File: config.mk
export PLATFORM = sky130hd
export DESIGN_NAME = psu_recon
export DESIGN_NICKNAME = d
export VERILOG_FILES = /design/src/rtl/psu_pkg.sv /design/src/rtl/psu_recon.sv
export VERILOG_INCLUDE_DIRS = /design/src /design/src/rtl
export SDC_FILE = /design/constraint.sdc
export NUM_CORES = 1
export LEC_CHECK = 0
export BUFFER_PORTS_ARGS = -buffer_cell sky130_fd_sc_hd__buf_2
export CORE_ASPECT_RATIO = 1.75
export CORE_MARGIN = 8
export CORE_UTILIZATION = 60
export CTS_BUF_LIST = sky130_fd_sc_hd__clkbuf_4
export DETAILED_ROUTE_END_ITERATION = 16
export PLACE_DENSITY = 0.78
export SYNTH_ARGS = -nofsm -noshare
export SYNTH_HDL_FRONTEND = slang
export SYNTH_SLANG_ARGS = --single-unit
File: constraint.sdc
create_clock -name clk -period 23.8 [get_ports clk]
set_input_delay 7.14 -clock clk [delete_from_list [all_inputs] [get_ports clk]]
set_output_delay 7.14 -clock clk [all_outputs]
set_load 0.03 [all_outputs]
File: src/rtl/png_scanline_unfilter_macros.svh
// ----------------------------------------------------------------------------
// png scanline unfilter assertion macros
// Concurrent assertion wrappers that compile away for synthesis.
// ----------------------------------------------------------------------------
`ifndef PNG_SCANLINE_UNFILTER_MACROS_SVH
`define PNG_SCANLINE_UNFILTER_MACROS_SVH

`ifndef SYNTHESIS

// checked on every rising edge while out of reset
`define PSU_ASSERT(lbl, prop, msg) \
  lbl: assert property (@(posedge clk) disable iff (rst) (prop)) else $error(msg);

// checked on every rising edge, reset included
`define PSU_ASSERT_ALWAYS(lbl, prop, msg) \
  lbl: assert property (@(posedge clk) (prop)) else $error(msg);

`else

`define PSU_ASSERT(lbl, prop, msg)

`define PSU_ASSERT_ALWAYS(lbl, prop, msg)

`endif

`endif

File: src/rtl/psu_pkg.sv
// ----------------------------------------------------------------------------
// psu_pkg
// Shared types, constants and the paeth predictor of the scanline unfilter.
// ----------------------------------------------------------------------------
package psu_pkg;

  // line buffer geometry
  localparam int MAX_ROW_BYTES = 4096;
  localparam int COL_W         = $clog2(MAX_ROW_BYTES);

  // register and field widths
  localparam int ROW_BYTES_W = 13;
  localparam int BPP_W       = 3;
  localparam int BPP_SEL_W   = 2;
  localparam int HIST_DEPTH  = 4;
  localparam int CFG_DATA_W  = 13;
  localparam int CFG_INDEX_W = 1;

  // register indexes
  localparam logic [CFG_INDEX_W-1:0] REG_ROW_BYTES       = 1'd0;
  localparam logic [CFG_INDEX_W-1:0] REG_BYTES_PER_PIXEL = 1'd1;

  // reset values of the registers
  localparam logic [ROW_BYTES_W-1:0] ROW_BYTES_RESET = 13'd4096;
  localparam logic [BPP_W-1:0]       BPP_RESET       = 3'd1;

  // filter type of a row, bad covers every code above paeth
  typedef enum logic [2:0] {
    FILT_NONE  = 3'd0,
    FILT_SUB   = 3'd1,
    FILT_UP    = 3'd2,
    FILT_AVG   = 3'd3,
    FILT_PAETH = 3'd4,
    FILT_BAD   = 3'd5
  } filter_t;

  // request on the stream input
  typedef struct packed {
    logic [7:0] data_byte;
    logic       start_of_image;
  } psu_in_t;

  // request on the pixel output
  typedef struct packed {
    logic [7:0] pixel_byte;
    logic       last_of_row;
    logic       bad_filter;
  } psu_out_t;

  // one accepted byte held between the control and the reconstruction
  typedef struct packed {
    logic             is_filter;
    logic             first_row;
    logic             last;
    filter_t          filter;
    logic [COL_W-1:0] column;
    logic [7:0]       data;
  } psu_stage_t;

  // paeth predictor over left, above and above-left
  function automatic logic [7:0] paeth(input logic [7:0] a, input logic [7:0] b,
                                       input logic [7:0] c);
    logic [7:0] pa;
    logic [7:0] pb;
    logic [8:0] sum_ab;
    logic [8:0] two_c;
    logic [8:0] pc;
    pa     = (b >= c) ? (b - c) : (c - b);
    pb     = (a >= c) ? (a - c) : (c - a);
    sum_ab = {1'b0, a} + {1'b0, b};
    two_c  = {c, 1'b0};
    pc     = (sum_ab >= two_c) ? (sum_ab - two_c) : (two_c - sum_ab);
    if (({1'b0, pa} <= {1'b0, pb}) && ({1'b0, pa} <= pc)) begin
      return a;
    end else if ({1'b0, pb} <= pc) begin
      return b;
    end else begin
      return c;
    end
  endfunction

endpackage

File: src/rtl/psu_recon.sv
// ----------------------------------------------------------------------------
// psu_recon
// Predictor selection, byte reconstruction, neighbour history, line buffer
// write and the result register.
// ----------------------------------------------------------------------------
`include "png_scanline_unfilter_macros.svh"

module psu_recon (
  input  logic                          clk,
  input  logic                          rst,
  input  logic                          stage_valid,
  input  psu_pkg::psu_stage_t           stage,
  input  logic [psu_pkg::BPP_SEL_W-1:0] bpp_sel,
  input  logic [7:0]                    ram_rdata,
  output logic                          stage_take,
  output logic                          ram_we,
  output logic [psu_pkg::COL_W-1:0]     ram_waddr,
  output logic [7:0]                    ram_wdata,
  output logic                          pix_valid,
  input  logic                          pix_stall,
  output psu_pkg::psu_out_t             pix_item
);

  logic [7:0] left_hist  [psu_pkg::HIST_DEPTH];
  logic [7:0] above_hist [psu_pkg::HIST_DEPTH];

  logic       has_left;
  logic [7:0] a;
  logic [7:0] b;
  logic [7:0] c;
  logic [8:0] avg_sum;
  logic [7:0] pred;
  logic [7:0] x;
  logic       retire_data;

  // a data byte in the stage moves on when the result register has room; a filter byte always moves on
  assign stage_take  = stage_valid && (stage.is_filter || !pix_valid || !pix_stall);
  assign retire_data = stage_take && !stage.is_filter;

  // neighbours: left and above-left are zero before the first pixel
  always_comb begin
    has_left = stage.column > psu_pkg::COL_W'(bpp_sel);
    a        = has_left ? left_hist[bpp_sel] : 8'd0;
    c        = has_left ? above_hist[bpp_sel] : 8'd0;
    b        = stage.first_row ? 8'd0 : ram_rdata;
    avg_sum  = {1'b0, a} + {1'b0, b};
  end

  // predictor by filter type, sum modulo 256
  always_comb begin
    case (stage.filter)
      psu_pkg::FILT_SUB:   pred = a;
      psu_pkg::FILT_UP:    pred = b;
      psu_pkg::FILT_AVG:   pred = avg_sum[8:1];
      psu_pkg::FILT_PAETH: pred = psu_pkg::paeth(a, b, c);
      default:             pred = 8'd0;
    endcase
    x = stage.data + pred;
  end

  // neighbour history, cleared by each filter byte
  always_ff @(posedge clk) begin
    if (rst) begin
      for (int k = 0; k < psu_pkg::HIST_DEPTH; k++) begin
        left_hist[k]  <= 8'd0;
        above_hist[k] <= 8'd0;
      end
    end else if (stage_take) begin
      if (stage.is_filter) begin
        for (int k = 0; k < psu_pkg::HIST_DEPTH; k++) begin
          left_hist[k]  <= 8'd0;
          above_hist[k] <= 8'd0;
        end
      end else begin
        for (int k = psu_pkg::HIST_DEPTH - 1; k > 0; k--) begin
          left_hist[k]  <= left_hist[k-1];
          above_hist[k] <= above_hist[k-1];
        end
        left_hist[0]  <= x;
        above_hist[0] <= b;
      end
    end
  end

  // reconstructed byte becomes the row above
  assign ram_we    = retire_data;
  assign ram_waddr = stage.column;
  assign ram_wdata = x;

  // result register
  always_ff @(posedge clk) begin
    if (rst) begin
      pix_valid <= 1'b0;
    end else if (retire_data) begin
      pix_valid <= 1'b1;
    end else if (!pix_stall) begin
      pix_valid <= 1'b0;
    end
  end

  always_ff @(posedge clk) begin
    if (retire_data) begin
      pix_item.pixel_byte  <= x;
      pix_item.last_of_row <= stage.last;
      pix_item.bad_filter  <= (stage.filter == psu_pkg::FILT_BAD);
    end
  end

  `PSU_ASSERT(a_filter_clears_history, (stage_take && stage.is_filter) |=> ((left_hist[0] == 8'd0) && (above_hist[0] == 8'd0)), "history not cleared at row start")
  `PSU_ASSERT(a_data_gives_result, retire_data |=> pix_valid, "data byte retired without a result")
  `PSU_ASSERT_ALWAYS(a_no_write_on_filter, ram_we |-> (stage_valid && !stage.is_filter), "line buffer written by a filter byte")

endmodule

* After elaboration in Yosys (flattened, before gate mapping)
Memory sizes are Yosys's and may differ from the RTL's.
Cells that the tools add are included.
W data, S select, Z words.
** Storage, ports and cells
- Bits in latches :: 0
- Memories :: 2
- Memory bits (writable) :: 64
- Output and inout bits :: 33
- Word-level logic and storage cells :: 88
- Memory bits (read-only) :: 0
- Flip-flop bits (word level) :: 11
- Input bits :: 40
** Cells by class
- Shift-type cells :: 0
- Reduce and logical (&&, ||, !) cells :: 8
- Mux-type cells :: 37
- Div/mod/pow operators :: 0
- $lt $le $gt $ge :: 7
- $add $sub $neg :: 8
- Bitwise logic cells :: 16
- $mul :: 0
- Equal/unequal tests :: 6
** Memories
- above_hist :: words 4, width 8, read ports 4, clocked after memory_dff 0, write ports 4, line psu_recon.sv:25 : logic [7:0] above_hist [psu_pkg::HIST_DEPTH];
- left_hist :: words 4, width 8, read ports 4, clocked after memory_dff 0, write ports 4, line psu_recon.sv:24 : logic [7:0] left_hist [psu_pkg::HIST_DEPTH];
** Operators by type and width (number)
- $mux W8 :: 23
- $pmux W8 S4 :: 1
- $sub A8 B8 Y8 :: 4
- $le A8 B9 Y1 :: 2
- $sub A9 B9 Y9 :: 2
- $ge A8 B8 Y1 :: 2
- $or A1 B1 Y1 :: 16
- $gt A12 B2 Y1 :: 1
- $mux W1 :: 12
- $add A8 B8 Y9 :: 1
- $ge A9 B9 Y1 :: 1
- $mux W9 :: 1
- $add A8 B8 Y8 :: 1
- $le A8 B8 Y1 :: 1
- $eq A3 B2 Y1 const B :: 2
- $eq A3 B3 Y1 const B :: 2
- $eq A3 B1 Y1 const B :: 1
- $logic_and A1 B1 Y1 :: 3
- $logic_not A1 Y1 :: 3
- $logic_or A1 B1 Y1 :: 2
- $ne A2 B2 Y1 const B :: 1

* Depth between registers and ports, before layout
- Depth after elaboration :: 11
- Mapped depth :: 50
- Mapped depth without buffers :: 44

* Worst setup path before layout
OpenSTA, ideal clock, no wires.
- Path type :: input -> output
- Start :: in bpp_sel[1] in the netlist's numbering
- End :: out ram_wdata[7]
- Arrival time :: 16.259 ns
- Setup slack :: 0.401 ns
- Stages on the path :: 47
- Cell sequence :: buf_6 > buf_1 > inv_1 > ha_1 > nor2b_1 > o21ai_1 > nand2_1 > clkbuf_1 > clkbuf_1 > and2_1 > ha_1 > o221ai_1 > o21ai_1 > a32oi_1 > o21bai_1 > a211o_1 > a31oi_1 > xnor2_1 > [11 not listed] > ha_1 > and3_1 > a221o_1 > a31o_2 > o2111a_1 > o21ai_2 > a21oi_1 > a311oi_1 > o32ai_1 > ha_1 > a21o_1 > a21oi_1 > o21bai_1 > a21oi_1 > o21bai_1 > a21oi_1 > xnor2_1 > xor2_1
** On the way
- Word-level cells in the longest chain between the ends :: 10
** RTL lines
- from (decl) :: line psu_recon.sv:13 : input logic [psu_pkg::BPP_SEL_W-1:0] bpp_sel,
- $gt A12 B2 Y1 or $mem_v2 Z4 W8 (tied branches)
- $mux W8 :: line psu_recon.sv:43 : a = has_left ? left_hist[bpp_sel] : 8'd0;
- $add A8 B8 Y9 :: line psu_pkg.sv:70, psu_recon.sv:46
- $sub A9 B9 Y9 or $ge A9 B9 Y1 (tied branches) :: line psu_pkg.sv:72 : pc = (sum_ab >= two_c) ? (sum_ab - two_c) : (two_c - sum_ab);
- $mux W9 :: line psu_pkg.sv:72
- $le A8 B9 Y1, on equally long branches :: line psu_pkg.sv:75, psu_pkg.sv:73
- $mux W8 or $logic_and A1 B1 Y1 (tied branches) :: line psu_pkg.sv:75, psu_pkg.sv:73
- $mux W8 :: line psu_pkg.sv:73 : if (({1'b0, pa} <= {1'b0, pb}) && ({1'b0, pa} <= pc)) begin
- $pmux W8 S4 (*) :: line psu_recon.sv:51 : case (stage.filter)
- $add A8 B8 Y8 (*) :: line psu_recon.sv:58 : x = stage.data + pred;
- to (decl) :: line psu_recon.sv:18 : output logic [7:0] ram_wdata,
Mark *: on every way between the ends. The rest lies on a longest branch, timed or not.

* Worst setup path after layout
- Start :: in stage[17] in the netlist's numbering
- End :: out ram_wdata[7]
** On the way
- Word-level cells in the longest chain between the ends :: 10
** RTL lines
- from (decl) :: line psu_recon.sv:12 : input psu_pkg::psu_stage_t stage,
- $gt A12 B2 Y1 (*) :: line psu_recon.sv:42 : has_left = stage.column > psu_pkg::COL_W'(bpp_sel);
- $mux W8 :: line psu_recon.sv:43
- $add A8 B8 Y9 :: line psu_pkg.sv:70, psu_recon.sv:46
- $sub A9 B9 Y9 or $ge A9 B9 Y1 (tied branches) :: line psu_pkg.sv:72
- $mux W9 :: line psu_pkg.sv:72
- $le A8 B9 Y1, on equally long branches :: line psu_pkg.sv:75, psu_pkg.sv:73
- $mux W8 or $logic_and A1 B1 Y1 (tied branches) :: line psu_pkg.sv:75, psu_pkg.sv:73
- $mux W8 :: line psu_pkg.sv:73
- $pmux W8 S4 (*) :: line psu_recon.sv:51
- $add A8 B8 Y8 (*) :: line psu_recon.sv:58
Marked as above.

==> results.cfg <==
[grt]
grt_overflow = 0
grt_usage_pct = 27.0
antenna_found_initial = 0
first_global_vias = 6411
grt_pass1_wl_mm = 33.4
grt_max_degree = 41

[cts]
cts-root-buf = clkbuf_4
cts_made_buffers = 9
insertion_delay_ns = 0.43
clk_path_buf_depth = 2
path_clk_slew_ns = 0.11
htree_levels = 3
cts_tree = yes
cts.sinks = 75
cts.hold.buffers_added = 0

[setup_path]
r2r_cells = 38
r2r-end = left_hist[0][7]$_SDFFCE_PN0P_
crit_end = ram_wdata[7]
arrival_ns = 15.87
r2r-start = left_hist[0][0]$_SDFFCE_PN0P_
reg2reg_slack_ns = 15.21
cp.required_ns = 16.66
cp_slowest_stage_delay_ns = 0.53
setup.worst_path.class = input port to output port
endpoint_kind = output port
cp_common_cell = a21oi_1
startpoint = stage[17]
setup.worst_path.start_class = input port
worst_path_max_delay_cell = or4_4
worst-path-max-fanout = 10

[timing]
finalCriticalPeriod_ns = 23.01
max_freq_ghz = 0.0435
hold_violations = 0
rsz0062_at_grt = false
finalSetupViolCount = 0
fin_crit_sh_pct = 96.7
holdWs_ns = 0.471
worst_pin_slew_ns = 1.27
max_slew_margin_pct = 15.2
finalSetupTns_ns = 0
fin_skew_ns = 0.0237
finalMaxSlewViolations = 0

[outcome]
status = finished, final reports clean

[layout]
nFillCells = 990
final_cell_mix = nand2_1 (80), ha_1 (79), buf_2 (72)
final_layout_size_suffix_gt1_share_pct = 19.0
final_common_cell = nand2_1
nets = 952
n_antenna_cell = 0
area_delta_synth_final_pct = 8.07

[die]
dieHeight_um = 160
die_w_um = 98.5
fp.coreArea_um2 = 11800
initial_core_util_pct = 60.6
dieArea_um2 = 15800
num_rows = 53
pin_count = 73

[placement]
portBuffers = 72
globalplace.congestion = 0.984
hpwl_mm = 17.3

[pwr]
p_per_area_nw_per_um2 = 84.4
leakage_uw = 0.00342
worst_ir_drop_vdd_mv = 0.0629
total_power_uw = 652

[route]
ant_nets = 0
wl_per_cell_um = 22.1
totalWireLength_mm = 21.4
route.detailed.drc = 0
drtPass1Iterations = 4
drt-initial-drc-count = 366
num_vias = 6163
via_per_inst = 6.36

[synth]
ys_ff_latch = 75
synth_nets = 893
netlist_instances = 768
yosysWarnings = 0
async_reset_ff_share_pct = 0
synth-edff-count = 58
ys_seq_area_share_pct = 29.1
syn_area_per_cell_um2 = 9.31
synth_cell_types = 85
synth_flop_cell = edfxtp_1
syn_area_um2 = 7150

[min_path]
min_path_type = register to register

[flow_run]
max-cap-violations = 0
-- state kept, by name, summed over array words and instances (netlist names) --
name and flops:
above_hist 32, left_hist 32, pix_item 10, pix_valid 1
-- worst max-delay path: cells and delay by family --
family          cells  cell delay, ns
fa+ha+maj           4            1.22
buf+inv             3            0.51
compound gates     26            4.90
xor+xnor            4            0.87
simple gates        5            1.20
-- per-stage QoR --
step	util, %	instances	setup WS [ns]	instance area (um2)
4_1_cts	65.1	968	0.402	7680
3_3_place_gp	64.1	952	0.702	7570
3_5_place_dp	64.1	952	0.447	7570
6_report	65.5	969	0.786	7730
2_1_floorplan	-	768	0.401	7150
5_1_grt	65.5	969	0.0783	7730
-- logic make-up after synthesis --
| group | share of synthesized area, % |
|---|---|
| AOI/OAI and AO/OA | 20.6 |
| xor gates and xnor gates | 3.92 |
| adders and majority gates | 15.4 |
| buffers and inverters | 6.30 |
| DFF | 29.1 |
| muxes | 7.86 |
| and+or+nand+nor | 16.8 |
-- cell usage after synthesis (all sizes together) (11+ instances only) --
cell type  instances  area (um2)
a21o              16         120
a21oi             58         294
and2              50         313
buf               19         135
clkbuf            17        63.8
dfxtp             17         340
edfxtp            58        1740
ha                80        1000
inv               65         244
mux2i             13         130
mux4              15         338
nand2             80         300
nand2b            16         100
nor2              25        93.8
o21ai             48         251
xnor2             21         184
xor2              11        96.3
-- how the worst min path moves through the flow --
stage | start | endpoint | slack (ns) | depth (start not counted)
3_5_place_dp | above_hist[1][3]$_SDFFE_PP0P_ | above_hist[1][3]$_SDFFE_PP0P_ | 0.46 | 2
6_report | above_hist[1][3]$_SDFFE_PP0P_ | above_hist[1][3]$_SDFFE_PP0P_ | 0.47 | 2
4_1_cts | above_hist[1][3]$_SDFFE_PP0P_ | above_hist[1][3]$_SDFFE_PP0P_ | 0.47 | 2
5_1_grt | above_hist[1][0]$_SDFFE_PP0P_ | above_hist[1][0]$_SDFFE_PP0P_ | 0.51 | 2
2_1_floorplan | left_hist[1][6]$_SDFFE_PP0P_ | left_hist[1][6]$_SDFFE_PP0P_ | 0.44 | 2
3_3_place_gp | above_hist[1][2]$_SDFFE_PP0P_ | above_hist[1][2]$_SDFFE_PP0P_ | 0.45 | 2
-- area by class of cell --
| cell class | count | area (um2) | share of cell area, % |
|---|---|---|---|
| repair buffers | 84 | 450 | 5.83 |
| inverters | 67 | 251 | 3.26 |
| well taps | 137 | 171 | 2.22 |
| multi-input cells | 590 | 4660 | 60.3 |
| flip-flops and latches | 75 | 2080 | 26.9 |
| clock inverters | 7 | 45.0 | 0.583 |
| clock buffers | 9 | 67.6 | 0.874 |
-- routing by layer --
layer / GRT usage (%) / vias to the layer above / part of all wire (%)
met5: 0 / - / 0
met4: 21.2 / 0 / 8.0
met3: 2.77 / 83 / 3.8
met2: 50.0 / 217 / 53
met1: 26.5 / 2954 / 35
li1: - / 2909 / -
-- where the power goes --
group | leakage (uW) | internal [uW] | switching, uW
Sequential | 0.000763 | 152 | 3.49
Combinational | 0.00259 | 168 | 264
Clock | 0.0000654 | 21.0 | 43.6
Total | 0.00342 | 341 | 311
-- what timing repair did --
action,CTS,global route
endpoints found under the setup margin,0,3
resized for setup,0,8
buffers inserted,0,1
Power figures use the tool's default switching activity.
