[src/rtl/png_scanline_unfilter_macros.svh]
// ----------------------------------------------------------------------------
// png scanline unfilter assertion macros
// Concurrent assertion wrappers that compile away for synthesis.
// ----------------------------------------------------------------------------
`ifndef PNG_SCANLINE_UNFILTER_MACROS_SVH
`define PNG_SCANLINE_UNFILTER_MACROS_SVH

`ifndef SYNTHESIS

// checked on every rising edge while out of reset
`define PSU_ASSERT(lbl, prop, msg) \
  lbl: assert property (@(posedge clk) disable iff (rst) (prop)) else $error(msg);

// checked on every rising edge, reset included
`define PSU_ASSERT_ALWAYS(lbl, prop, msg) \
  lbl: assert property (@(posedge clk) (prop)) else $error(msg);

`else

`define PSU_ASSERT(lbl, prop, msg)

`define PSU_ASSERT_ALWAYS(lbl, prop, msg)

`endif

`endif

[src/rtl/psu_pkg.sv]
// ----------------------------------------------------------------------------
// psu_pkg
// Shared types, constants and the paeth predictor of the scanline unfilter.
// ----------------------------------------------------------------------------
package psu_pkg;

  // line buffer geometry
  localparam int MAX_ROW_BYTES = 4096;
  localparam int COL_W         = $clog2(MAX_ROW_BYTES);

  // register and field widths
  localparam int ROW_BYTES_W = 13;
  localparam int BPP_W       = 3;
  localparam int BPP_SEL_W   = 2;
  localparam int HIST_DEPTH  = 4;
  localparam int CFG_DATA_W  = 13;
  localparam int CFG_INDEX_W = 1;

  // register indexes
  localparam logic [CFG_INDEX_W-1:0] REG_ROW_BYTES       = 1'd0;
  localparam logic [CFG_INDEX_W-1:0] REG_BYTES_PER_PIXEL = 1'd1;

  // reset values of the registers
  localparam logic [ROW_BYTES_W-1:0] ROW_BYTES_RESET = 13'd4096;
  localparam logic [BPP_W-1:0]       BPP_RESET       = 3'd1;

  // filter type of a row, bad covers every code above paeth
  typedef enum logic [2:0] {
    FILT_NONE  = 3'd0,
    FILT_SUB   = 3'd1,
    FILT_UP    = 3'd2,
    FILT_AVG   = 3'd3,
    FILT_PAETH = 3'd4,
    FILT_BAD   = 3'd5
  } filter_t;

  // request on the stream input
  typedef struct packed {
    logic [7:0] data_byte;
    logic       start_of_image;
  } psu_in_t;

  // request on the pixel output
  typedef struct packed {
    logic [7:0] pixel_byte;
    logic       last_of_row;
    logic       bad_filter;
  } psu_out_t;

  // one accepted byte held between the control and the reconstruction
  typedef struct packed {
    logic             is_filter;
    logic             first_row;
    logic             last;
    filter_t          filter;
    logic [COL_W-1:0] column;
    logic [7:0]       data;
  } psu_stage_t;

  // paeth predictor over left, above and above-left
  function automatic logic [7:0] paeth(input logic [7:0] a, input logic [7:0] b,
                                       input logic [7:0] c);
    logic [7:0] pa;
    logic [7:0] pb;
    logic [8:0] sum_ab;
    logic [8:0] two_c;
    logic [8:0] pc;
    pa     = (b >= c) ? (b - c) : (c - b);
    pb     = (a >= c) ? (a - c) : (c - a);
    sum_ab = {1'b0, a} + {1'b0, b};
    two_c  = {c, 1'b0};
    pc     = (sum_ab >= two_c) ? (sum_ab - two_c) : (two_c - sum_ab);
    if (({1'b0, pa} <= {1'b0, pb}) && ({1'b0, pa} <= pc)) begin
      return a;
    end else if ({1'b0, pb} <= pc) begin
      return b;
    end else begin
      return c;
    end
  endfunction

endpackage

[src/rtl/psu_ctrl.sv]
// ----------------------------------------------------------------------------
// psu_ctrl
// Config registers, row and column tracking, line buffer read issue and the
// input stage register.
// ----------------------------------------------------------------------------
`include "png_scanline_unfilter_macros.svh"

module psu_ctrl (
  input  logic                          clk,
  input  logic                          rst,
  input  logic                          byte_valid,
  output logic                          byte_stall,
  input  psu_pkg::psu_in_t              byte_item,
  input  logic                          cfg_valid,
  output logic                          cfg_ready,
  input  logic [psu_pkg::CFG_INDEX_W-1:0] cfg_index,
  input  logic [psu_pkg::CFG_DATA_W-1:0]  cfg_data,
  input  logic                          stage_take,
  output logic                          stage_valid,
  output psu_pkg::psu_stage_t           stage,
  output logic [psu_pkg::BPP_SEL_W-1:0] bpp_sel,
  output logic                          ram_re,
  output logic [psu_pkg::COL_W-1:0]     ram_raddr
);

  logic [psu_pkg::ROW_BYTES_W-1:0] row_bytes;
  logic [psu_pkg::BPP_W-1:0]       bytes_per_pixel;
  logic [psu_pkg::COL_W-1:0]       column;
  logic                            first_row;
  logic                            expect_filter_byte;

  logic                            accept;
  logic                            is_filter;
  logic                            first_eff;
  logic [psu_pkg::ROW_BYTES_W-1:0] len_eff;
  logic [psu_pkg::ROW_BYTES_W-1:0] col_plus;
  logic                            last;
  psu_pkg::filter_t                filter_code;
  psu_pkg::filter_t                row_filter;
  psu_pkg::filter_t                row_filter_next;
  logic [psu_pkg::COL_W-1:0]       column_next;
  logic                            first_row_next;
  logic                            expect_next;

  assign cfg_ready  = 1'b1;
  assign byte_stall = stage_valid && !stage_take;
  assign accept     = byte_valid && !byte_stall;

  // config register writes
  always_ff @(posedge clk) begin
    if (rst) begin
      row_bytes       <= psu_pkg::ROW_BYTES_RESET;
      bytes_per_pixel <= psu_pkg::BPP_RESET;
    end else if (cfg_valid && cfg_ready) begin
      case (cfg_index)
        psu_pkg::REG_ROW_BYTES:       row_bytes <= cfg_data;
        psu_pkg::REG_BYTES_PER_PIXEL: bytes_per_pixel <= cfg_data[psu_pkg::BPP_W-1:0];
        default: ;
      endcase
    end
  end

  // clamped row length and left neighbour select
  always_comb begin
    if (row_bytes == '0) begin
      len_eff = psu_pkg::ROW_BYTES_W'(1);
    end else if (row_bytes > psu_pkg::ROW_BYTES_W'(psu_pkg::MAX_ROW_BYTES)) begin
      len_eff = psu_pkg::ROW_BYTES_W'(psu_pkg::MAX_ROW_BYTES);
    end else begin
      len_eff = row_bytes;
    end
    if (bytes_per_pixel == '0) begin
      bpp_sel = '0;
    end else if (bytes_per_pixel > psu_pkg::BPP_W'(psu_pkg::HIST_DEPTH)) begin
      bpp_sel = psu_pkg::BPP_SEL_W'(psu_pkg::HIST_DEPTH - 1);
    end else begin
      bpp_sel = psu_pkg::BPP_SEL_W'(bytes_per_pixel - psu_pkg::BPP_W'(1));
    end
  end

  // classify the incoming byte and advance the row position
  always_comb begin
    is_filter   = byte_item.start_of_image || expect_filter_byte;
    first_eff   = byte_item.start_of_image || first_row;
    col_plus    = psu_pkg::ROW_BYTES_W'(column) + psu_pkg::ROW_BYTES_W'(1);
    last        = col_plus >= len_eff;
    filter_code = (byte_item.data_byte <= 8'd4) ?
                  psu_pkg::filter_t'(byte_item.data_byte[2:0]) : psu_pkg::FILT_BAD;

    row_filter_next = row_filter;
    column_next     = column;
    first_row_next  = first_row;
    expect_next     = expect_filter_byte;
    if (accept) begin
      if (is_filter) begin
        row_filter_next = filter_code;
        column_next     = '0;
        first_row_next  = first_eff;
        expect_next     = 1'b0;
      end else begin
        column_next    = last ? '0 : col_plus[psu_pkg::COL_W-1:0];
        first_row_next = last ? 1'b0 : first_row;
        expect_next    = last;
      end
    end
  end

  always_ff @(posedge clk) begin
    if (rst) begin
      row_filter         <= psu_pkg::FILT_NONE;
      column             <= '0;
      first_row          <= 1'b1;
      expect_filter_byte <= 1'b1;
    end else begin
      row_filter         <= row_filter_next;
      column             <= column_next;
      first_row          <= first_row_next;
      expect_filter_byte <= expect_next;
    end
  end

  // line buffer read for the byte above
  assign ram_re    = accept && !is_filter;
  assign ram_raddr = column;

  // input stage register
  always_ff @(posedge clk) begin
    if (rst) begin
      stage_valid <= 1'b0;
    end else if (accept) begin
      stage_valid <= 1'b1;
    end else if (stage_take) begin
      stage_valid <= 1'b0;
    end
  end

  always_ff @(posedge clk) begin
    if (accept) begin
      stage.is_filter <= is_filter;
      stage.first_row <= first_row;
      stage.last      <= last;
      stage.filter    <= is_filter ? filter_code : row_filter;
      stage.column    <= column;
      stage.data      <= byte_item.data_byte;
    end
  end

  `PSU_ASSERT(a_filter_restarts_row, (stage_valid && stage.is_filter) |-> ((column == '0) && !expect_filter_byte), "filter byte did not restart the column")
  `PSU_ASSERT(a_last_expects_filter, (stage_valid && !stage.is_filter && stage.last) |-> expect_filter_byte, "row end did not arm the filter byte")
  `PSU_ASSERT(a_read_only_for_data, ram_re |-> (!expect_filter_byte && !byte_item.start_of_image), "line buffer read issued for a filter byte")

endmodule

[config.mk]
export PLATFORM = sky130hd
export DESIGN_NAME = psu_ctrl
export DESIGN_NICKNAME = d
export VERILOG_FILES = /design/src/rtl/psu_pkg.sv /design/src/rtl/psu_ctrl.sv
export VERILOG_INCLUDE_DIRS = /design/src /design/src/rtl
export SDC_FILE = /design/constraint.sdc
export NUM_CORES = 1
export LEC_CHECK = 0
export ABC_AREA = 1
export BUFFER_PORTS_ARGS = -buffer_cell sky130_fd_sc_hd__buf_2
export CORE_MARGIN = 5
export CORE_UTILIZATION = 53
export CTS_CLUSTER_DIAMETER = 30
export CTS_CLUSTER_SIZE = 25
export DETAILED_ROUTE_END_ITERATION = 16
export GPL_TIMING_DRIVEN = 0
export PLACE_DENSITY = 0.79
export SKIP_LAST_GASP = 1
export SYNTH_ARGS = -nofsm -noshare
export SYNTH_HDL_FRONTEND = slang
export SYNTH_SLANG_ARGS = --single-unit
[constraint.sdc]
create_clock -name clk -period 2.9 [get_ports clk]
set_clock_uncertainty 0.15 [all_clocks]
set_input_delay 0.58 -clock clk [delete_from_list [all_inputs] [get_ports clk]]
set_output_delay 0.58 -clock clk [all_outputs]
set_load 0.02 [all_outputs]
# Yosys cells after proc, flatten, opt, wreduce, memory -nomap -nowiden
# Cells that the tools add are included.
# word_totals
output_inout_bits	44
reg_bits	60
wordCells	48
input_bits	28
# op_classes
order_cmp	4
add_sub_neg	2
n_reduce_logical	15
bitwise_logic	1
n_mux	13
# ops
op	count
$mux W13	2
$mux W12	2
$add A12 B1 Y13 const B	1
$ge A13 B13 Y1	1
$gt A13 B13 Y1 const B	1
$logic_not A13 Y1	1
$le A8 B3 Y1 const B	1
$mux W3	2
$reduce_and A2 Y1	3
$mux W1	5
$mux W2	2
$reduce_bool A2 Y1	2
$gt A3 B3 Y1 const B	1
$logic_and A1 B1 Y1	3
$logic_not A1 Y1	3
$logic_not A3 Y1	1
$logic_or A1 B1 Y1	2
$sub A2 B1 Y2 const B	1
$not A1 Y1	1

# Longest topological paths before layout
# Gate-level depths: netlist of the first run.
# logic_depth
word_depth	6
ltp_mapped	17
ltp_nobuf	17

# Worst setup path before layout of the first run
# OpenSTA, ideal clock, no wires.
# synth_path
kind	register to register
start	register column (netlist bit ram_raddr[1])
end	register column (netlist bit ram_raddr[5])
path_slack_ns	0.357
setup_time_ns	0.071
path_buffers	1
period_less_slack_ns	2.543
arrival_time_ns	2.322
path_stages_with_launch	15
t_required_ns	2.679
path_cell_list	dfxtp_1 ha_1 inv_1 nor2_2 nand3_1 nor4_1 ha_1 nand2_1 inv_1 a21oi_1 nand2_1 nor2_1 buf_4 nand4_1 a21oi_1
# synth_between
elab_chain_cells	4
# synth_lines
element	line_no	source
start: declaration	psu_ctrl.sv:28	logic [psu_pkg::COL_W-1:0] column;
start signal: assignment	psu_ctrl.sv:116	column <= column_next;
$add A12 B1 Y13 *	psu_ctrl.sv:85	col_plus = psu_pkg::ROW_BYTES_W'(column) + psu_pkg::ROW_BYTES_W'(1);
$ge A13 B13 Y1	psu_ctrl.sv:86	last = col_plus >= len_eff;
$mux W12 *	psu_ctrl.sv:101	column_next = last ? '0 : col_plus[psu_pkg::COL_W-1:0];
$mux W12 *	psu_ctrl.sv:95	if (is_filter) begin
# Every way passes the cells marked *; elsewhere a longest branch is shown, timed or not.
# A chain may end at the register's enable or synchronous reset.

# Worst setup path after layout of the first run
# Ends and elaborated chain as after synthesis.

==> results.sh, run 1 <==
export IMPL_finalSetupViolations=0
export IMPL_path_max_fanout=10
export IMPL_start_util_pct=53.9
export IMPL_crit_required_ns=3.01
export IMPL_fmax_mhz=372
export IMPL_start_kind="flip-flop"
export IMPL_nets=469
export IMPL_status="completed"
export IMPL_grt_pass1_vias=2332
export IMPL_finalHoldWorstSlack_ns=0.277
export IMPL_die_x_um=84.4
export IMPL_h_tree_depth=3
export IMPL_pwr_share_comb_pct=11.3
export IMPL_grt_max_degree=33
export IMPL_min_period_ns=2.69
export IMPL_syn_nets=389
export IMPL_die_h_um=84.4
export IMPL_rsz0062_at_grt="false"
export IMPL_peakVddDrop_mv=0.382
export IMPL_wl_per_cell_um=11.9
export IMPL_root_buffer="clkbuf_8"
export IMPL_hold_viol=0
export IMPL_postRouteAntennaNets=0
export IMPL_drt_initial_drc_count=125
export IMPL_first_pass_iters=4
export IMPL_synth_area_leaders="edfxtp_1 (27%), dfxtp_1 (23%), nand2_1 (10%)"
export IMPL_seq_power_share_pct=50.7
export IMPL_tightest_slew_ns=1.11
export IMPL_rows=27
export IMPL_arrival_ns=2.80
export IMPL_place_congestion=0.868
export IMPL_p_clk_share_pct=38.0
export IMPL_multiInputGateArea_sq_um=1310
export IMPL_grt_ovfl_total=0
export IMPL_antenna_found_initial=0
export IMPL_core_sq_um=5440
export IMPL_clock_sink_count=60
export IMPL_io_pins=72
export IMPL_area_growth_pct=22.0
export IMPL_cts_setup_buffers=0
export IMPL_io_buffers=69
export IMPL_layout_drive_gt1_share_pct=26.2
export IMPL_drc_errors=0
export IMPL_maxCapViolations=0
export IMPL_setup_tns_ns=0
export IMPL_clkTransAtPathRegs_ns=0.06
export IMPL_power_density_nw_per_um2=521
export IMPL_routed_wl_um=5980
export IMPL_ys_seq_area_share_pct=49.9
export IMPL_swShare_pct=25.4
export IMPL_diodes=0
export IMPL_synth_area_sq_um=2930
export IMPL_postSynthCellCount=346
export IMPL_clk_latency_ns=0.34
export IMPL_maxSlewViolCount=0
export IMPL_slew_limit_headroom_pct=26.1
export IMPL_mostFrequentLayoutCells="nand2_1 (78), buf_2 (71), nor2_1 (43)"
export IMPL_synth_top_area_cell="edfxtp_1"
export IMPL_grt_pass1_wl_um=10400
export IMPL_die_area_sq_um=7120
export IMPL_dp_hpwl_um=4590
export IMPL_avgViaCountPerCell=4.93
export IMPL_synth_cell_types=34
export IMPL_min_delay_path_class="input pin to flip-flop"
export IMPL_crit_type="flip-flop to flip-flop"
export IMPL_ys_seq_elements=60
export IMPL_vias=2481
export IMPL_p_int_mw=1.39
export IMPL_synth_top_cell_area_share_pct=26.6
export IMPL_cts_tree="yes"
export IMPL_power_leakage_nw=1.65
export IMPL_final_common_cell="nand2_1"
export IMPL_nFillCells=503
export IMPL_cts_buffer_depth=2
export IMPL_fin_crit_sh_pct=92.8
export IMPL_yosysWarnings=0
export IMPL_grt_usage_pct=17.9
export IMPL_end_kind="flip-flop"
export IMPL_synth_area_per_cell_sq_um=8.47
export IMPL_seq_area_sq_um=1470
export IMPL_numCtsBuffers=9
export IMPL_switchingPower_uw=473
export IMPL_hold_buffers=0
[stage by stage]
step,utilization (%),instance area [sq um],setup slack (ns),instances,total power [mW]
6_report,65.7,3580,0.209,503,1.86
5_1_grt,65.7,3580,0.0252,503,1.95
4_1_cts,65.3,3550,0.0226,503,1.88
3_5_place_dp,61.9,3370,0.00109,487,1.17
3_3_place_gp,61.9,3370,0.0565,487,1.17
2_1_floorplan,-,2930,0.357,346,1.10
[layer usage]
layer  routed length, um  vias to the layer above  global-route usage [%]
met3                 442                       10                    4.81
met4                  99                        0                    8.20
met5                   0                        -                       0
li1                    -                     1300                       -
met1                2710                     1093                    22.4
met2                2720                       78                    28.8
[flip-flops by register name (all words and copies together), names as in the netlist]
name and cells:
ram_raddr 12, stage 26, row_bytes 13, stage_valid 1, first_row 1, row_filter 3
bytes_per_pixel 3, expect_filter_byte 1
[Yosys cell counts]
library cell,count
and2_1,1
inv_1,35
o21bai_1,1
nor2_1,43
o21bai_2,1
ha_1,15
nand4_1,15
or2_2,1
o21ai_0,21
nand2_1,79
o211ai_1,2
buf_2,2
clkinv_1,1
nor2_4,5
nor2_2,2
xor2_1,2
inv_2,1
a21boi_0,1
nand3_1,11
xnor2_1,1
conb_1,1
or2_0,1
nor4_1,2
nor3_1,2
nand2_4,1
a21oi_1,21
xnor2_2,2
edfxtp_1,26
dfxtp_1,34
a211oi_1,1
nand2_2,6
a21oi_2,1
clkbuf_1,6
buf_4,2
[power groups by stage]
stage          clock network, mW  logic (mW)  registers [mW]
2_1_floorplan                  0       0.113           0.987
3_3_place_gp                   0       0.206           0.961
3_5_place_dp                   0       0.211           0.963
4_1_cts                    0.726       0.212           0.944
5_1_grt                    0.766       0.239           0.949
6_report                   0.707       0.210           0.945
[worst max-delay path, cell delays in order (launching register included)]
cell and delay [ns]:
dfxtp_1 0.45, ha_4 0.21, inv_1 0.05, nor2_2 0.16, nand3_1 0.13, nor4_2 0.19, ha_1 0.29, nand2_1 0.08
inv_1 0.04, a21oi_1 0.22, nand2_1 0.08, nor2_1 0.13, buf_4 0.20, nand4_1 0.09, a21oi_1 0.14
[final timing paths]
check | from | to | slack, ns | cells after the start
hold reg to reg | first_row | first_row | 0.31 | 2
setup / recovery | ram_raddr[1] | ram_raddr[5] | 0.21 | 14
hold / removal | byte_item[6] | stage[5] | 0.28 | 1
setup reg to reg | ram_raddr[1] | ram_raddr[5] | 0.21 | 14
[cells by family (layout without fill, tap and decap cells)]
kind of cell	Yosys count	after routing	share of synthesized area, %
simple gates	169	169	26.1
other cells	1	1	0.128
compound gates	49	49	9.13
buf+inv	47	132	6.36
flops	60	60	49.9
fa+ha+maj	15	15	6.40
xor+xnor	5	5	2.01
[what timing repair did]
action | CTS | global route
gates resized for setup | 1 | 6
endpoints found under the setup margin | 3 | 14
hold endpoints to repair | 0 | 0
[area by class of cell]
class | count | share of cell area [%]
Tap cell | 72 | 2.52
Clock buffer | 11 | 3.67
Multi-Input combinational cell | 239 | 36.5
Clock inverter | 5 | 1.47
Timing Repair Buffer | 69 | 9.66
Buffer | 10 | 1.33
Sequential cell | 60 | 41.0
Inverter | 37 | 3.88
No activity file was read; power rests on OpenSTA's default activity.
==> run 2: changes to the inputs <==
--- a/config.mk
+++ b/config.mk
@@ -6,15 +6,14 @@
 export SDC_FILE = /design/constraint.sdc
 export NUM_CORES = 1
 export LEC_CHECK = 0
-export ABC_AREA = 1
 export BUFFER_PORTS_ARGS = -buffer_cell sky130_fd_sc_hd__buf_2
 export CORE_MARGIN = 5
-export CORE_UTILIZATION = 53
+export CORE_UTILIZATION = 52
 export CTS_CLUSTER_DIAMETER = 30
 export CTS_CLUSTER_SIZE = 25
 export DETAILED_ROUTE_END_ITERATION = 16
 export GPL_TIMING_DRIVEN = 0
-export PLACE_DENSITY = 0.79
+export PLACE_DENSITY = 0.76
 export SKIP_LAST_GASP = 1
 export SYNTH_ARGS = -nofsm -noshare
 export SYNTH_HDL_FRONTEND = slang
==> constraint.sdc (replaced) <==
create_clock -name clk -period 2.9 [get_ports clk]
set_clock_uncertainty 0.15 [all_clocks]
set_input_delay 0.29 -clock clk [delete_from_list [all_inputs] [get_ports clk]]
set_output_delay 0.29 -clock clk [all_outputs]
set_load 0.02 [all_outputs]
==> results.sh, run 2 <==
export IMPL_finalHoldWorstSlack_ns=0.0195
export IMPL_wl_met1_um=2360
export IMPL_crit_type="flip-flop to flip-flop"
export IMPL_cp_slowest_cell="dfxtp_2"
export IMPL_top_layer="met4"
export IMPL_grt_ovfl_total=0
export IMPL_tightest_slew_ns=1.03
export IMPL_clock_sink_count=60
export IMPL_crit_start="ram_raddr[2]"
export IMPL_antenna_found_initial=0
export IMPL_yosys_area_share_xor_xnor_pct=3.26
export IMPL_crit_family="simple AND/OR/NAND/NOR gates"
export IMPL_arrival_ns=2.82
export IMPL_h_tree_depth=3
export IMPL_drc_errors=0
export IMPL_place_congestion=0.818
export IMPL_dr_wl_met3_um=342
export IMPL_synth_top_area_cell="edfxtp_1"
export IMPL_async_flop_share_pct=0
export IMPL_die_x_um=81.4
export IMPL_crit_required_ns=2.97
export IMPL_synth_area_per_cell_sq_um=10.5
export IMPL_synthSimpleGateAreaFrac_pct=17.7
export IMPL_crit_buf_inv=1
export IMPL_start_util_pct=52.5
export IMPL_final_common_cell="buf_2"
export IMPL_start_kind="flip-flop"
export IMPL_hold_start="cfg_data[12]"
export IMPL_drt_initial_drc_count=133
export IMPL_path_max_fanout=10
export IMPL_layout_drive_gt1_share_pct=31.4
export IMPL_clk_latency_ns=0.33
export IMPL_postSynthCellCount=253
export IMPL_grt_usage_pct=17.1
export IMPL_fmax_mhz=363
export IMPL_min_delay_path_class="input pin to flip-flop"
export IMPL_cts_buffer_depth=2
export IMPL_synth_area_leaders="edfxtp_1 (29%), dfxtp_1 (26%), nand2_1 (7.2%)"
export IMPL_post_dp_cell_area_sq_um=3080
export IMPL_clkTransAtPathRegs_ns=0.06
export IMPL_io_pins=72
export IMPL_grt_pass1_vias=1950
export IMPL_dp_hpwl_um=3870
export IMPL_rsz0062_at_grt="true"
export IMPL_end_kind="flip-flop"
export IMPL_peakVddDrop_mv=0.379
export IMPL_wl_per_cell_um=12.5
export IMPL_first_pass_iters=4
export IMPL_nets=382
export IMPL_vias=2090
export IMPL_largest_register="stage"
export IMPL_core_sq_um=5040
export IMPL_root_buffer="clkbuf_8"
export IMPL_maxCapViolations=0
export IMPL_status="completed"
export IMPL_numCtsBuffers=9
export IMPL_synthMostInstantiatedCell="nand2_1"
export IMPL_maxSlewViolCount=0
export IMPL_synthAdderAreaFrac_pct=7.09
export IMPL_final_design_area_no_fill_sq_um=3320
export IMPL_grt_pass1_wl_um=8560
export IMPL_synth_edff_count=26
export IMPL_cts_tree="yes"
export IMPL_area_growth_pct=25.3
export IMPL_ys_seq_elements=60
export IMPL_hold_viol=0
export IMPL_synth_cell_types=42
export IMPL_synth_compound_area_share_pct=13.9
export IMPL_grt_max_degree=32
export IMPL_die_h_um=81.4
export IMPL_wl_met2_um=2370
export IMPL_max_stage_delay_ns=0.38
export IMPL_postRouteAntennaNets=0
export IMPL_mostFrequentLayoutCells="buf_2 (70), nand2_1 (51), dfxtp_1 (32)"
export IMPL_cts_setup_buffers=0
export IMPL_synth_area_sq_um=2650
export IMPL_synth_top_cell_area_share_pct=29.5
export IMPL_largest_reg_flops=26
export IMPL_fin_crit_sh_pct=94.9
export IMPL_io_buffers=69
export IMPL_min_period_ns=2.75
export IMPL_routed_wl_um=5180
export IMPL_syn_nets=296
export IMPL_diodes=0
export IMPL_synth_top_family_by_area="simple AND/OR/NAND/NOR gates"
export IMPL_yosysWarnings=0
export IMPL_synthTopCellsByCount="nand2_1 (51), dfxtp_1 (34), edfxtp_1 (26), a21oi_1 (23), nor2_1 (16)"
export IMPL_finalSetupViolations=0
export IMPL_ys_flop_type="dfxtp_1"
export IMPL_power_leakage_nw=1.40
export IMPL_ys_seq_area_share_pct=55.2
export IMPL_die_area_sq_um=6620
export IMPL_slew_limit_headroom_pct=31.0
export IMPL_cp_cell_sequence="and2_2 > and4_4 > nand3_1 > xnor2_2 > ha_1 > and4_1 > o311ai_2 > and3_1 > buf_6 > a22o_2"
export IMPL_rows=26
export IMPL_yosys_mux_area_fraction_pct=0
export IMPL_power_density_nw_per_um2=515
export IMPL_avgViaCountPerCell=5.05
export IMPL_r2r_start="ram_raddr[2]"
run 2: layout make-up:
type / instances / area, sq um
plain buffers: 9 / 46.3
clock buffers: 11 / 131
clock inverters: 5 / 28.8
fillers: 415 / 1720
inverters: 7 / 26.3
multi-input cells: 177 / 1130
flip-flops and latches: 60 / 1460
well taps: 70 / 87.6
repair buffers: 75 / 405
run 2: final timing paths:
kind | endpoint | slack, ns | cells after the start
setup / recovery | ram_raddr[3] | 0.15 | 10
hold / removal | row_bytes[12] | 0.02 | 2
setup reg to reg | ram_raddr[3] | 0.15 | 10
hold reg to reg | stage[24] | 0.30 | 0
run 2: kinds of logic (layout without fill, tap and decap cells):
kind of cell	count (synthesis)	count (layout)
simple gates	100	100
flops	60	60
fa+ha+maj	15	15
xor+xnor	9	9
other cells	1	1
compound gates	52	52
buf+inv	16	107
run 2: routing by layer:
metal / global-route usage, % / vias to the layer above
li1: - / 1081
met1: 21.4 / 935
met2: 27.2 / 64
met3: 4.32 / 10
met4: 9.12 / 0
met5: 0 / -
run 2: worst reg2reg max path: cells and delay by family (launching register included):
kind                       cells  cell delay (ns)
DFF                            1             0.38
and+or+nand+nor                5             1.05
adders and majority gates      1             0.32
AOI/OAI and AO/OA              2             0.42
xor gates and xnor gates       1             0.19
buffers and inverters          1             0.14
run 2: power breakdown:
part | internal [mW] | leakage, nW | total [mW] | switching [mW]
clock | 0.304 | 0.0768 | 0.607 | 0.303
combinational | 0.0640 | 0.800 | 0.172 | 0.108
sequential | 0.918 | 0.528 | 0.932 | 0.0137
run 2: repair_timing:
item	4_1_cts	5_1_grt
hold endpoints to repair	6	0
gates resized for setup	1	6
pin swaps	0	2
hold buffers	6	0
gates cloned	0	0
setup endpoints to repair	1	11
run 2: through the flow:
| step | util, % | TNS [ns] | std cells | setup slack [ns] | power, mW |
|---|---|---|---|---|---|
| 2_1_floorplan | - | 0 | 253 | 0.161 | 1.06 |
| 3_3_place_gp | 61.1 | 0 | 392 | 0.0845 | 1.11 |
| 3_5_place_dp | 61.1 | 0 | 392 | 0.0348 | 1.12 |
| 4_1_cts | 65.6 | 0 | 414 | 0.0167 | 1.73 |
| 5_1_grt | 65.8 | -0.0588 | 414 | -0.0189 | 1.79 |
| 6_report | 65.8 | 0 | 414 | 0.147 | 1.71 |
==> run 3: changes to the inputs <==
--- a/config.mk
+++ b/config.mk
@@ -8,12 +8,12 @@
 export LEC_CHECK = 0
 export BUFFER_PORTS_ARGS = -buffer_cell sky130_fd_sc_hd__buf_2
 export CORE_MARGIN = 5
-export CORE_UTILIZATION = 52
+export CORE_UTILIZATION = 45
 export CTS_CLUSTER_DIAMETER = 30
 export CTS_CLUSTER_SIZE = 25
 export DETAILED_ROUTE_END_ITERATION = 16
 export GPL_TIMING_DRIVEN = 0
-export PLACE_DENSITY = 0.76
+export PLACE_DENSITY = 0.67
 export SKIP_LAST_GASP = 1
 export SYNTH_ARGS = -nofsm -noshare
 export SYNTH_HDL_FRONTEND = slang
==> results.sh, run 3 (synthesized netlist as in run 2, its figures left out) <==
export IMPL_die_x_um=86.7
export IMPL_maxCapViolations=0
export IMPL_clk_latency_ns=0.34
export IMPL_crit_required_ns=2.97
export IMPL_area_growth_pct=27.8
export IMPL_cts_buffer_depth=2
export IMPL_rsz0062_at_grt="false"
export IMPL_rows=28
export IMPL_end_kind="flip-flop"
export IMPL_io_pins=72
export IMPL_grt_usage_pct=15.2
export IMPL_numCtsBuffers=9
export IMPL_die_h_um=86.7
export IMPL_seq_area_sq_um=1460
export IMPL_status="completed"
export IMPL_die_area_sq_um=7520
export IMPL_nFillCells=534
export IMPL_root_buffer="clkbuf_8"
export IMPL_hold_viol=0
export IMPL_final_design_area_no_fill_sq_um=3380
export IMPL_grt_pass1_wl_um=8840
export IMPL_tightest_slew_ns=1.07
export IMPL_min_delay_path_class="input pin to flip-flop"
export IMPL_first_pass_iters=4
export IMPL_start_kind="flip-flop"
export IMPL_finalHoldWorstSlack_ns=0.0262
export IMPL_grt_ovfl_total=0
export IMPL_grt_max_degree=32
export IMPL_power_density_nw_per_um2=540
export IMPL_final_common_cell="buf_2"
export IMPL_start_util_pct=45.5
export IMPL_largest_register="stage"
export IMPL_drt_initial_drc_count=82
export IMPL_vias=2050
export IMPL_largest_reg_flops=26
export IMPL_cp_slowest_cell="dfxtp_2"
export IMPL_routed_wl_um=5390
export IMPL_multiInputGateArea_sq_um=1140
export IMPL_fmax_mhz=361
export IMPL_nets=384
export IMPL_clkTransAtPathRegs_ns=0.07
export IMPL_layout_drive_gt1_share_pct=32.4
export IMPL_wl_per_cell_um=12.8
export IMPL_antenna_found_initial=0
export IMPL_power_mw=1.83
export IMPL_arrival_ns=2.84
export IMPL_postRouteAntennaNets=0
export IMPL_cts_tree="yes"
export IMPL_drc_errors=0
export IMPL_cp_cell_sequence="and2_2 > and4_4 > and4_1 > xor2_2 > ha_1 > and4_1 > o311ai_2 > and3_1 > buf_6 > a22o_2"
export IMPL_slew_limit_headroom_pct=28.4
export IMPL_post_dp_cell_area_sq_um=3090
export IMPL_diodes=0
export IMPL_max_stage_delay_ns=0.38
export IMPL_avgViaCountPerCell=4.87
export IMPL_core_sq_um=5820
export IMPL_grt_pass1_vias=1912
export IMPL_clock_sink_count=60
export IMPL_setup_tns_ns=0
export IMPL_crit_type="flip-flop to flip-flop"
export IMPL_min_period_ns=2.77
export IMPL_h_tree_depth=3
export IMPL_cp_common_cell="and4_1"
export IMPL_power_leakage_nw=1.44
export IMPL_fin_crit_sh_pct=95.5
export IMPL_dp_hpwl_um=3960
export IMPL_place_congestion=0.758
export IMPL_path_max_fanout=10
export IMPL_peakVddDrop_mv=0.233
export IMPL_io_buffers=69
export IMPL_maxSlewViolCount=0
export IMPL_mostFrequentLayoutCells="buf_2 (70), nand2_1 (51), dfxtp_1 (32)"
export IMPL_finalSetupViolations=0
run 3: routing by layer:
layer	global-route usage [%]	part of all wire, %	wire length [um]	up-vias
li1	-	-	-	1089
met1	20.3	48	2570	904
met2	23.2	46	2460	52
met3	3.04	5.1	275	5
met4	8.07	1.4	77	0
met5	0	0	0	-
run 3: timing repair:
action / in CTS / in global routing
hold buffers: 7 / 0
cloned: 0 / 0
endpoints found under the setup margin: 11 / 11
endpoints found under the hold margin: 7 / 0
gates resized for setup: 2 / 6
setup buffers: 0 / 1
pin swaps: 0 / 1
run 3: worst max-delay path: cells and delay by family (launching register included):
family          cells  cell delay (ns)
xor+xnor            1             0.09
compound gates      2             0.42
simple gates        5             1.16
fa+ha+maj           1             0.32
flops               1             0.38
buf+inv             1             0.14
run 3: final cells by class:
class / count / share of cell area, %
plain buffers: 9 / 1.37
well taps: 75 / 2.77
multi-input cells: 177 / 33.7
clock inverters: 7 / 2.00
flip-flops and latches: 60 / 43.3
repair buffers: 77 / 12.5
clock buffers: 9 / 3.66
inverters: 7 / 0.776
run 3: final timing paths:
path | start | endpoint | slack [ns] | cells past startpoint
worst max-delay path | ram_raddr[3] | ram_raddr[3] | 0.13 | 10
worst min-delay path | byte_item[2] | stage[1] | 0.03 | 1
worst max register to register | ram_raddr[3] | ram_raddr[3] | 0.13 | 10
worst min register to register | first_row | stage[24] | 0.31 | 0
run 3: per-stage QoR:
step	worst slack (ns)	utilization, %	std cells
after CTS	0.000260	57.7	420
after global placement	0.0171	53.1	397
final	0.130	58.2	421
after floorplan	0.161	-	253
after global routing	0.00274	58.2	421
after detailed placement	-0.0171	53.1	397
run 3: power breakdown:
part	internal (mW)	switching [mW]
registers	0.918	0.0143
logic	0.0650	0.110
clock network	0.391	0.331
total	1.37	0.455
